[src/hw/rtl/dapt_pkg.sv]
// shared constants, types and arithmetic settings for the pulsed tilt controller
package dapt_pkg;

  // field widths
  localparam int AngleW = 9;
  localparam int PosW   = 12;
  localparam int ErrW   = PosW + 1;
  localparam int TimeW  = 32;
  localparam int MsW    = 16;
  localparam int OutW   = 11;

  // mechanical angle range that the configured angles are scaled from
  localparam int LowerLimit = 0;
  localparam int UpperLimit = 180;
  localparam int ScaleDiv   = UpperLimit - LowerLimit;

  // scaling datapath widths
  localparam int OffsW = AngleW + 1;
  localparam int DiffW = AngleW + 1;
  localparam int ProdW = OffsW + DiffW;
  localparam int MagW  = ProdW - 2;

  // exact truncating divide by ScaleDiv: q = (mag * Recip) >> RecipShift for mag < 2**MagW
  localparam int RecipShift = MagW + $clog2(ScaleDiv);
  localparam int RecipW     = RecipShift + 1;
  localparam logic [RecipW-1:0] Recip =
    RecipW'(((longint'(1) << RecipShift) + longint'(ScaleDiv) - 1) / longint'(ScaleDiv));

  // stream and register port widths
  localparam int InDataW  = 80;
  localparam int OutDataW = 32;
  localparam int AddrW    = 5;
  localparam int ApbDataW = 32;

  // register indexes
  localparam logic [2:0] RegOutMin  = 3'd0;
  localparam logic [2:0] RegOutMax  = 3'd1;
  localparam logic [2:0] RegOutZero = 3'd2;
  localparam logic [2:0] RegDelay   = 3'd3;
  localparam logic [2:0] RegAction  = 3'd4;
  localparam logic [2:0] RegMinErr  = 3'd5;

  // register reset values
  localparam logic signed [AngleW-1:0] OutMinRst  = -9'sd15;
  localparam logic signed [AngleW-1:0] OutMaxRst  = 9'sd15;
  localparam logic signed [AngleW-1:0] OutZeroRst = 9'sd0;
  localparam logic [MsW-1:0]           DelayRst   = 16'd100;
  localparam logic [MsW-1:0]           ActionRst  = 16'd50;
  localparam logic [PosW-1:0]          MinErrRst  = 12'd10;

  // result item layout in m_axis_tdata
  localparam int OutXLsb    = 0;
  localparam int OutYLsb    = OutW;
  localparam int OutAxisLsb = 2 * OutW;
  localparam int OutAtLsb   = 2 * OutW + 2;

  typedef enum logic [1:0] {
    AXIS_NONE = 2'd0,
    AXIS_X    = 2'd1,
    AXIS_Y    = 2'd2
  } axis_e;

  typedef enum logic [1:0] {
    SEL_ZERO = 2'd0,
    SEL_MIN  = 2'd1,
    SEL_MAX  = 2'd2
  } angle_sel_e;

endpackage

[src/hw/rtl/dapt_scale.sv]
// divide a scaled angle product by the angle range, truncate toward zero and saturate
module dapt_scale
  import dapt_pkg::*;
(
  input  logic signed [ProdW-1:0] prod_i,
  output logic signed [OutW-1:0]  angle_o
);

  localparam logic [MagW-1:0] SatPos = MagW'((1 << (OutW - 1)) - 1);
  localparam logic [MagW-1:0] SatNeg = MagW'(1 << (OutW - 1));

  logic                     neg;
  logic [ProdW-1:0]         mag_full;
  logic [MagW-1:0]          mag;
  logic [MagW+RecipW-1:0]   full;
  logic [MagW-1:0]          quo;

  assign neg      = prod_i[ProdW-1];
  assign mag_full = neg ? ProdW'(-prod_i) : ProdW'(prod_i);
  assign mag      = mag_full[MagW-1:0];

  // reciprocal multiply, exact for every magnitude below 2**MagW
  assign full = {{RecipW{1'b0}}, mag} * {{MagW{1'b0}}, Recip};
  assign quo  = full[RecipShift +: MagW];

  always_comb begin
    if (!neg) begin
      if (quo > SatPos) begin
        angle_o = {1'b0, {(OutW-1){1'b1}}};
      end else begin
        angle_o = quo[OutW-1:0];
      end
    end else begin
      if (quo > SatNeg) begin
        angle_o = {1'b1, {(OutW-1){1'b0}}};
      end else begin
        angle_o = OutW'(~quo[OutW-1:0] + 1'b1);
      end
    end
  end

endmodule

[src/hw/rtl/dual_axis_pulsed_tilt_controller.sv]
// top level of the dual-axis pulsed tilt controller
//
// usage
//   s_axis carries one item per camera frame: target and measured ball position
//   for x and y plus a millisecond timestamp. m_axis returns one result item per
//   input item: scaled x and y tilt commands, the axis now driven and an
//   at-target flag. the apb port holds six settings (angles, pulse timing,
//   settle threshold) at byte addresses 0, 4, .. 20; write only while idle.
// timing
//   three register stages: input, product, result. one item per cycle is
//   sustained while m_axis_tready is high, because the axis and pulse timer
//   state is updated in the single product stage. the scaling uses one 10x10
//   multiply before the product register and one reciprocal multiply before
//   the result register, per axis.
// reset
//   settings return to their defaults, no axis is driven, the pulse timer is
//   cleared so the next driven axis tilts at once, and all stages are empty.
// stall
//   when m_axis_tready is low the result holds; the stages behind it keep
//   filling, so up to three items are held before s_axis_tready drops.
module dual_axis_pulsed_tilt_controller
  import dapt_pkg::*;
(
  input  logic                clk_i,
  input  logic                rst_ni,
  // input items
  input  logic                s_axis_tvalid,
  output logic                s_axis_tready,
  // desired_x[11:0], desired_y[23:12], current_x[35:24], current_y[47:36], time_ms[79:48]
  input  logic [InDataW-1:0]  s_axis_tdata,
  // result items
  output logic                m_axis_tvalid,
  input  logic                m_axis_tready,
  // x_angle[10:0], y_angle[21:11], active_axis[23:22], at_target[24], zero[31:25]
  output logic [OutDataW-1:0] m_axis_tdata,
  // register port
  input  logic                psel,
  input  logic                penable,
  input  logic                pwrite,
  input  logic [AddrW-1:0]    paddr,
  input  logic [ApbDataW-1:0] pwdata,
  output logic [ApbDataW-1:0] prdata,
  output logic                pready
);

  // ---------------------------------------------------------------------------
  // settings registers
  // ---------------------------------------------------------------------------
  logic signed [AngleW-1:0] out_min_q, out_max_q, out_zero_q;
  logic [MsW-1:0]           delay_q, action_q;
  logic [PosW-1:0]          min_err_q;
  logic                     cfg_we;
  logic [2:0]               reg_idx;

  assign pready  = 1'b1;
  assign cfg_we  = psel & penable & pwrite;
  assign reg_idx = paddr[4:2];

  always_ff @(posedge clk_i or negedge rst_ni) begin
    if (!rst_ni) begin
      out_min_q  <= OutMinRst;
      out_max_q  <= OutMaxRst;
      out_zero_q <= OutZeroRst;
      delay_q    <= DelayRst;
      action_q   <= ActionRst;
      min_err_q  <= MinErrRst;
    end else if (cfg_we) begin
      case (reg_idx)
        RegOutMin:  out_min_q  <= pwdata[AngleW-1:0];
        RegOutMax:  out_max_q  <= pwdata[AngleW-1:0];
        RegOutZero: out_zero_q <= pwdata[AngleW-1:0];
        RegDelay:   delay_q    <= pwdata[MsW-1:0];
        RegAction:  action_q   <= pwdata[MsW-1:0];
        RegMinErr:  min_err_q  <= pwdata[PosW-1:0];
        default:    ; // unmapped address, write dropped
      endcase
    end
  end

  // read back, angles sign extended
  always_comb begin
    unique case (reg_idx)
      RegOutMin:  prdata = ApbDataW'(out_min_q);
      RegOutMax:  prdata = ApbDataW'(out_max_q);
      RegOutZero: prdata = ApbDataW'(out_zero_q);
      RegDelay:   prdata = ApbDataW'(delay_q);
      RegAction:  prdata = ApbDataW'(action_q);
      RegMinErr:  prdata = ApbDataW'(min_err_q);
      default:    prdata = '0;
    endcase
  end

  // ---------------------------------------------------------------------------
  // stage handshake: each stage moves when the one ahead is empty or moving
  // ---------------------------------------------------------------------------
  logic in_v_q, mid_v_q, out_v_q;
  logic in_adv, mid_adv, out_adv;

  assign out_adv       = !out_v_q || m_axis_tready;
  assign mid_adv       = !mid_v_q || out_adv;
  assign in_adv        = !in_v_q  || mid_adv;
  assign s_axis_tready = in_adv;
  assign m_axis_tvalid = out_v_q;

  always_ff @(posedge clk_i or negedge rst_ni) begin
    if (!rst_ni) begin
      in_v_q  <= 1'b0;
      mid_v_q <= 1'b0;
      out_v_q <= 1'b0;
    end else begin
      if (in_adv) begin
        in_v_q <= s_axis_tvalid;
      end
      if (mid_adv) begin
        mid_v_q <= in_v_q;
      end
      if (out_adv) begin
        out_v_q <= mid_v_q;
      end
    end
  end

  // ---------------------------------------------------------------------------
  // input register
  // ---------------------------------------------------------------------------
  logic [PosW-1:0]  in_dx_q, in_dy_q, in_cx_q, in_cy_q;
  logic [TimeW-1:0] in_time_q;

  always_ff @(posedge clk_i) begin
    if (in_adv && s_axis_tvalid) begin
      in_dx_q   <= s_axis_tdata[11:0];
      in_dy_q   <= s_axis_tdata[23:12];
      in_cx_q   <= s_axis_tdata[35:24];
      in_cy_q   <= s_axis_tdata[47:36];
      in_time_q <= s_axis_tdata[79:48];
    end
  end

  // ---------------------------------------------------------------------------
  // decision logic: errors, axis selection and pulse timing
  // ---------------------------------------------------------------------------
  logic signed [ErrW-1:0] err_x, err_y;
  logic [ErrW-1:0]        abs_x, abs_y;
  logic                   x_ok, y_ok;
  angle_sel_e             x_drive, y_drive;

  assign err_x = $signed({1'b0, in_dx_q}) - $signed({1'b0, in_cx_q});
  assign err_y = $signed({1'b0, in_dy_q}) - $signed({1'b0, in_cy_q});
  assign abs_x = err_x[ErrW-1] ? ErrW'(-err_x) : ErrW'(err_x);
  assign abs_y = err_y[ErrW-1] ? ErrW'(-err_y) : ErrW'(err_y);
  assign x_ok  = abs_x <= {1'b0, min_err_q};
  assign y_ok  = abs_y <= {1'b0, min_err_q};

  // x tilts toward min for a positive error, y toward max
  assign x_drive = (!err_x[ErrW-1] && err_x != '0) ? SEL_MIN : SEL_MAX;
  assign y_drive = (!err_y[ErrW-1] && err_y != '0) ? SEL_MAX : SEL_MIN;

  axis_e            axis_q, axis_d;
  logic [TimeW-1:0] start_q, start_d;
  logic             cleared_q, cleared_d;
  logic [TimeW-1:0] elapsed;
  logic [MsW:0]     period;
  logic             in_tilt, in_level, restart;
  logic             pulse_used;
  angle_sel_e       x_sel, y_sel;

  // position in the tilt / level cycle, wrapping timestamps
  assign elapsed  = in_time_q - start_q;
  assign period   = {1'b0, action_q} + {1'b0, delay_q};
  assign in_tilt  = !cleared_q && (elapsed <= TimeW'(action_q));
  assign in_level = !cleared_q && !in_tilt && (elapsed <= TimeW'(period));
  assign restart  = !in_tilt && !in_level;

  always_comb begin
    axis_d     = axis_q;
    start_d    = start_q;
    cleared_d  = cleared_q;
    x_sel      = SEL_ZERO;
    y_sel      = SEL_ZERO;
    pulse_used = 1'b0;
    unique case (axis_q)
      AXIS_X: begin
        if (x_ok) begin
          axis_d    = AXIS_NONE;
          start_d   = '0;
          cleared_d = 1'b1;
        end else begin
          x_sel      = in_level ? SEL_ZERO : x_drive;
          pulse_used = 1'b1;
        end
      end
      AXIS_Y: begin
        if (y_ok) begin
          axis_d    = AXIS_NONE;
          start_d   = '0;
          cleared_d = 1'b1;
        end else begin
          y_sel      = in_level ? SEL_ZERO : y_drive;
          pulse_used = 1'b1;
        end
      end
      default: begin
        // no axis driven: x has priority
        if (!x_ok) begin
          axis_d     = AXIS_X;
          x_sel      = in_level ? SEL_ZERO : x_drive;
          pulse_used = 1'b1;
        end else if (!y_ok) begin
          axis_d     = AXIS_Y;
          y_sel      = in_level ? SEL_ZERO : y_drive;
          pulse_used = 1'b1;
        end else begin
          axis_d = AXIS_NONE;
        end
      end
    endcase
    // a new pulse starts on this frame
    if (pulse_used && restart) begin
      start_d   = in_time_q;
      cleared_d = 1'b0;
    end
  end

  always_ff @(posedge clk_i or negedge rst_ni) begin
    if (!rst_ni) begin
      axis_q    <= AXIS_NONE;
      start_q   <= '0;
      cleared_q <= 1'b1;
    end else if (in_v_q && mid_adv) begin
      axis_q    <= axis_d;
      start_q   <= start_d;
      cleared_q <= cleared_d;
    end
  end

  // ---------------------------------------------------------------------------
  // scaling numerator: (angle - lower limit) * (max - min)
  // ---------------------------------------------------------------------------
  logic signed [AngleW-1:0] x_ang, y_ang;
  logic signed [OffsW-1:0]  x_offs, y_offs;
  logic signed [DiffW-1:0]  span;
  logic signed [ProdW-1:0]  x_prod, y_prod;

  always_comb begin
    case (x_sel)
      SEL_MIN: x_ang = out_min_q;
      SEL_MAX: x_ang = out_max_q;
      default: x_ang = out_zero_q;
    endcase
    case (y_sel)
      SEL_MIN: y_ang = out_min_q;
      SEL_MAX: y_ang = out_max_q;
      default: y_ang = out_zero_q;
    endcase
  end

  assign span   = DiffW'(out_max_q) - DiffW'(out_min_q);
  assign x_offs = OffsW'(x_ang) - OffsW'(LowerLimit);
  assign y_offs = OffsW'(y_ang) - OffsW'(LowerLimit);
  assign x_prod = ProdW'(x_offs) * ProdW'(span);
  assign y_prod = ProdW'(y_offs) * ProdW'(span);

  // ---------------------------------------------------------------------------
  // product register
  // ---------------------------------------------------------------------------
  logic signed [ProdW-1:0] mid_xprod_q, mid_yprod_q;
  axis_e                   mid_axis_q;
  logic                    mid_at_q;

  always_ff @(posedge clk_i) begin
    if (mid_adv && in_v_q) begin
      mid_xprod_q <= x_prod;
      mid_yprod_q <= y_prod;
      mid_axis_q  <= axis_d;
      mid_at_q    <= x_ok && y_ok;
    end
  end

  // ---------------------------------------------------------------------------
  // divide, saturate and result register
  // ---------------------------------------------------------------------------
  logic signed [OutW-1:0] x_scaled, y_scaled;

  dapt_scale u_scale_x (
    .prod_i  (mid_xprod_q),
    .angle_o (x_scaled)
  );

  dapt_scale u_scale_y (
    .prod_i  (mid_yprod_q),
    .angle_o (y_scaled)
  );

  logic signed [OutW-1:0] out_x_q, out_y_q;
  axis_e                  out_axis_q;
  logic                   out_at_q;

  always_ff @(posedge clk_i) begin
    if (out_adv && mid_v_q) begin
      out_x_q    <= x_scaled;
      out_y_q    <= y_scaled;
      out_axis_q <= mid_axis_q;
      out_at_q   <= mid_at_q;
    end
  end

  assign m_axis_tdata = {{(OutDataW - OutAtLsb - 1){1'b0}}, out_at_q, out_axis_q,
                         out_y_q, out_x_q};

endmodule

[config.mk]
export PLATFORM = sky130hd
export DESIGN_NAME = dual_axis_pulsed_tilt_controller
export DESIGN_NICKNAME = d
export VERILOG_FILES = /design/src/hw/rtl/dapt_pkg.sv /design/src/hw/rtl/dapt_scale.sv /design/src/hw/rtl/dual_axis_pulsed_tilt_controller.sv
export SDC_FILE = /design/constraint.sdc
export NUM_CORES = 2
export LEC_CHECK = 0
export ABC_AREA = 1
export BUFFER_PORTS_ARGS = -buffer_cell sky130_fd_sc_hd__buf_2
export CAP_MARGIN = 0
export CORE_MARGIN = 5
export CORE_UTILIZATION = 27
export DETAILED_ROUTE_END_ITERATION = 7
export PLACE_DENSITY = 0.42
export SLEW_MARGIN = 15
export SYNTH_ARGS = -nofsm -noshare
export SYNTH_HDL_FRONTEND = slang
export SYNTH_SLANG_ARGS = --single-unit
[constraint.sdc]
create_clock -name clk_i -period 25.3 [get_ports clk_i]
set_clock_uncertainty 0.1 [all_clocks]
set_input_delay 0 -clock clk_i [delete_from_list [all_inputs] [get_ports clk_i]]
set_output_delay 0 -clock clk_i [all_outputs]
set_load 0.005 [all_outputs]
# Word level (Yosys, flattened, before mapping)
# Index checks and enable logic that the tools add are counted.
[word_totals] reg_bits=255 input_bits=124 out_inout_bits=67 word_cells=137
[classes] add_sub_neg=11 mul=4 magnitude_cmp=8 eq_ne=13 mux=39 bitwise=4 n_reduce_logical=33
[op_table] cell="case mux 32 bit (6 select lines)" count=1
[op_table] cell="2-to-1 mux 32 bit" count=3
[op_table] cell="multiplier 18 x 17 -> 35 bit (second input constant)" count=2
[op_table] cell="2-to-1 mux 11 bit" count=6
[op_table] cell="case mux 32 bit (2 select lines)" count=1
[op_table] cell="multiplier 9 x 10 -> 19 bit" count=2
[op_table] cell="2-to-1 mux 18 bit" count=2
[op_table] cell="negation 18 bit" count=2
[op_table] cell="case mux 9 bit (2 select lines)" count=2
[op_table] cell="less-or-equal comparator 32 x 16 -> 1 bit" count=1
[op_table] cell="less-or-equal comparator 32 x 17 -> 1 bit" count=1
[op_table] cell="subtractor 32 bit" count=1
[op_table] cell="less-or-equal comparator 13 x 12 -> 1 bit" count=2
[op_table] cell="2-to-1 mux 13 bit" count=2
[op_table] cell="negation 13 bit" count=2
[op_table] cell="nonzero test 13 bit" count=2
[op_table] cell="subtractor 12 x 12 -> 13 bit" count=2
[op_table] cell="2-to-1 mux 2 bit" count=12
[op_table] cell="adder 11 x 1 -> 11 bit (second input constant)" count=2
[op_table] cell="> comparator 11 x 10 -> 1 bit (second input constant)" count=2
[op_table] cell="> comparator 11 bit (second input constant)" count=2
[op_table] cell="NOT 11 bit" count=2
[op_table] cell="adder 16 x 16 -> 17 bit" count=1
[op_table] cell="AND reduction 2 bit" count=6
[op_table] cell="other kinds (17)" count=51

# Longest topological paths before layout
[logic_depth] depth_word=13 depth_mapped=58 ltp_nobuf=57

# By module
# From an unflattened synthesis, not the netlist that was laid out.
[hier_totals] hier_cells=4852 area_unflattened_um2=37425.9
[by_module_without_submodules] mod="dual_axis_pulsed_tilt_controller" n_inst=1 cells_per_inst=2805 area_each_um2=23242.3 seq_area_each_um2=7135.6
[by_module_without_submodules] mod="dapt_scale at u_scale_x" n_inst=1 cells_per_inst=1028 area_each_um2=7116.8 seq_area_each_um2=0.0
[by_module_without_submodules] mod="dapt_scale at u_scale_y" n_inst=1 cells_per_inst=1019 area_each_um2=7066.8 seq_area_each_um2=0.0

# Worst setup path before layout
# OpenSTA, ideal clock, no wires.
[synth_path] kind="register to register" from="register action_q[1]" to="register mid_xprod_q[17], data pin" setup_ps=258 arrival_time_ps=9483 required_ps=24942 setup_slack_ps=15460 path_stages_with_launch=50 n_path_buf=1 synth_period_minus_slack_ps=9840 path_cell_list="dfstp_2 > inv_1 > fa_1 > o21ai_0 > a21oi_1 > o21ai_0 > a21boi_0 > o21ai_0 > a21oi_1 > o21bai_1 > nand2_1 > nand3_1 > nand2_1 > ha_1 > nand4_1 > nor3_1 > nand4_1 > nand2_1 > (+14 left out) > fa_1 > inv_1 > fa_1 > fa_1 > inv_1 > fa_1 > inv_1 > ha_1 > nand2_1 > o21ai_0 > a21oi_1 > o21bai_1 > a31oi_1 > o21ai_0 > a21oi_1 > nor2_1 > nor2_1 > xnor2_1"
[synth_between] elab_chain_len=11 word_cells_on_any_way=14 cone_classes="add/sub: 1; mul: 1; order compare: 2; eq/ne: 2; mux: 4; reduce/logical: 4"
[synth_lines] element="start: declaration" line="dual_axis_pulsed_tilt_controller.sv:50" source="logic [MsW-1:0] delay_q, action_q;"
[synth_lines] element="start signal: assignment" line="dual_axis_pulsed_tilt_controller.sv:65" source="action_q <= ActionRst;"
[synth_lines] element="start signal: assignment" line="dual_axis_pulsed_tilt_controller.sv:73" source="RegAction: action_q <= pwdata[MsW-1:0];"
[synth_lines] element="branches (longest 4 deep; another with less-or-equal comparator 32 x 17 -> 1 bit)"
[synth_lines] element="logical AND 1 bit *" line="dual_axis_pulsed_tilt_controller.sv:171" source="assign in_level = !cleared_q && !in_tilt && (elapsed <= TimeW'(period));"
[synth_lines] element="2-to-1 mux 2 bit *" line="dual_axis_pulsed_tilt_controller.sv:188, dual_axis_pulsed_tilt_controller.sv:206"
[synth_lines] element="2-to-1 mux 2 bit *" line="dual_axis_pulsed_tilt_controller.sv:183, dual_axis_pulsed_tilt_controller.sv:204"
[synth_lines] element="2-to-1 mux 2 bit *"
[synth_lines] element="equality test 2 bit / equality test 2 x 1 -> 1 bit (equally long branches)" line="dual_axis_pulsed_tilt_controller.sv:245" source="case (x_sel)"
[synth_lines] element="case mux 9 bit (2 select lines) *" line="dual_axis_pulsed_tilt_controller.sv:245"
[synth_lines] element="multiplier 9 x 10 -> 19 bit *" line="dual_axis_pulsed_tilt_controller.sv:260" source="assign x_prod = ProdW'(x_offs) * ProdW'(span);"
[synth_lines] element="named net x_prod[17]" line="dual_axis_pulsed_tilt_controller.sv:242" source="logic signed [ProdW-1:0] x_prod, y_prod;"
[synth_lines] element="end signal: assignment" line="dual_axis_pulsed_tilt_controller.sv:272" source="mid_xprod_q <= x_prod;"
[synth_lines] element="end: declaration" line="dual_axis_pulsed_tilt_controller.sv:266" source="logic signed [ProdW-1:0] mid_xprod_q, mid_yprod_q;"
# Mark *: on every way through the listed nets, which the timed path passes.
# A chain may end at the register's enable or synchronous reset.

# Worst setup path in the final report
[layout_path] from="register action_q[0]" to="register mid_xprod_q[17], data pin"
# The elaborated chain is that of the path after synthesis.

==> out/metrics.cfg <==
[status]
status=finished clean

[synth]
ys_seq_elements=255
syn_avg_cell_area_um2=8.07
ys_seq_area_share_pct=20.2
ys.flop_type=edfxtp_1
synthTopCellsByCount=nand2_1 (980), inv_1 (906), ha_1 (495)
yosysUniqueCellTypes=64
synth_top_area_share_pct=19.7
synth_area_leaders=fa_1 (20%), ha_1 (18%), edfxtp_1 (12%), nand2_1 (10%), inv_1 (9.6%)
ys_async_sr_fraction_pct=42.7
ys_warn_count=0
syn-instance-count=4384
syn-cell-area_um2=35400
yosysTopAreaCell=fa_1
yosysMostFrequentCell=nand2_1
synth_enable_flop_cells=146

[cells_and_area]
final_util_pct=31.8
nNetsFinal=5695
fillers=14000
area_growth_pct=16.7
diodes=0
drive_above_1_share_pct=7.69

[detailed_routing]
postRouteAntennaNets=0
dr.pass1.iters=5
drt-initial-drc-count=1103
wl_per_cell_um=15.0
routed_wirelength_um=97600
avgViaCountPerCell=4.34
remaining_drc_errors=0
vias=28200

[critical_path]
crit_arrival_ns=12.16
end_kind=register
path_class=register to register
r2r_slack_ns=13.39
crit_path_end=mid_xprod_q[17]
critPathLaunchType=register
crit_slowest_cell=o21ai_0
max_stage_delay_ns=0.84
crit_fanout=10
r2r_end=mid_xprod_q[17]
cp-startpoint=action_q[0]
rr_worst_depth=49
crit_required_ns=25.55
r2r_start=action_q[0]

[sta]
setup_tns_ns=0
min_period_ns=11.91
rsz0062_at_grt=no
slew_headroom_pct=26.9
holdWs_ns=0.0655
fmax_mhz=83.9
period_share_pct=47.1
hold_viol=0
setup_viol=0
setup_ws_ns=13.39
worst_pin_slew_ns=1.09
slew_viol_final=0

[grt]
grt_pass1_wl_um=160000
antenna_found_initial=4
grt_remaining_overflow=0
grt_start_max_net_pins=61
grt_pass1_vias=29900
grt_use_total_pct=14.4

[placement]
hpwl_um=81000
pre_cts_slack_ns=13.45
place_congestion=0.855
port-buffer-count=164

[clock_network]
cts.sinks=255
clk_latency_ns=0.61
htreeDepth=2
cts_buffers=38
cts_resized=0
cts_buffer_depth=3
post_cts_buffers=0
cts-root-buf=clkbuf_16
clk_pin_slew_ns=0.06
cts_tree=done

[die]
dieHeight_um=372
fp.dieW_um=372
core-area_um2=130000
initial_utilization_pct=27.3
io_pins=191
die_area_um2=138000
rows=132

[hold_path]
hp-class=primary input to register

[flow_run]
cap_violations=0

[timing repair]
action,CTS,global route
endpoints found under the setup margin,0,0
hold buffers,183,0
endpoints found under the hold margin,230,0
[per-stage QoR]
step                      cells  area, µm²
after floorplan            4390      35400
after global placement     6246      38200
after detailed placement   6246      38200
after CTS                  6499      41300
after global routing       6499      41300
final                      6499      41300
[how the worst min path moves through the flow]
stage | start | end | slack [ns] | cells after the start
final | penable | min_err_q[3] | 0.07 | 6
after floorplan | rst_ni | action_q[0] | -0.40 | 0
after CTS | penable | min_err_q[3] | 0.009 | 6
after detailed placement | rst_ni | start_q[19] | 0.03 | 1
after global placement | rst_ni | start_q[19] | 0.03 | 1
after global routing | penable | min_err_q[3] | 0.07 | 6
[layout make-up]
class / instances / area [µm²] / share of cell area (%)
clock buffer: 44 / 993 / 2.41
tap: 1742 / 2180 / 5.28
clock inverter: 26 / 270 / 0.655
inverter: 918 / 3450 / 8.36
timing repair buffer: 373 / 2870 / 6.95
sequential: 255 / 7140 / 17.3
multi-input combinational: 3141 / 24400 / 59.1
[flip-flops by register name, indices dropped and copies added (netlist names), 9 cells and up]
| name | flops |
|---|---|
| in_time_q | 32 |
| start_q | 32 |
| mid_xprod_q | 19 |
| mid_yprod_q | 19 |
| action_q | 16 |
| delay_q | 16 |
| in_cx_q | 12 |
| in_cy_q | 12 |
| in_dx_q | 12 |
| in_dy_q | 12 |
| min_err_q | 12 |
| out_x_q | 11 |
| out_y_q | 11 |
| out_max_q | 9 |
| out_min_q | 9 |
| out_zero_q | 9 |
[cells in the final DEF, fill, tap and decap left out, types with 18 or more instances in the layout]
cell type / instances
o21ai_0: 173
edfxtp_1: 146
inv_1: 904
nand2_1: 980
a221o_1: 18
fa_1: 349
a21oi_1: 170
dlygate4sd3_1: 182
buf_2: 163
dfstp_2: 19
buf_4: 27
nand3_1: 175
dfrtp_1: 90
xnor2_1: 42
nand4_1: 36
nor3_1: 33
clkbuf_16: 38
o21bai_1: 22
nand3_2: 33
xor2_1: 97
nor2_1: 316
ha_1: 495
nand2_2: 21
[critical path, delay by kind of cell (launching register included)]
kind | cells | cell delay (ns)
fa+ha+maj | 10 | 4.15
compound gates | 14 | 3.82
simple gates | 16 | 2.01
buf+inv | 8 | 1.00
flops | 1 | 0.42
xor+xnor | 1 | 0.12
[layer usage]
metal  vias up  GRT usage, %  part of all wire (%)
met4         0          3.34                   2.4
met1     13200          17.8                    44
met2       359          26.6                    50
li1      14500             -                     -
met3       111          2.04                   3.3
met5         -             0                     0
[kinds of logic after synthesis]
kind of cell / count (synthesis) / synth area share, %
fa+ha+maj: 844 / 37.3
other cells: 2 / 0.0212
compound gates: 492 / 8.03
flops: 255 / 20.2
xor+xnor: 141 / 3.53
buf+inv: 994 / 11.0
simple gates: 1656 / 20.0
Power is not shown: default switching activity piles up to over one toggle a cycle in this logic, so the estimate is an artifact.
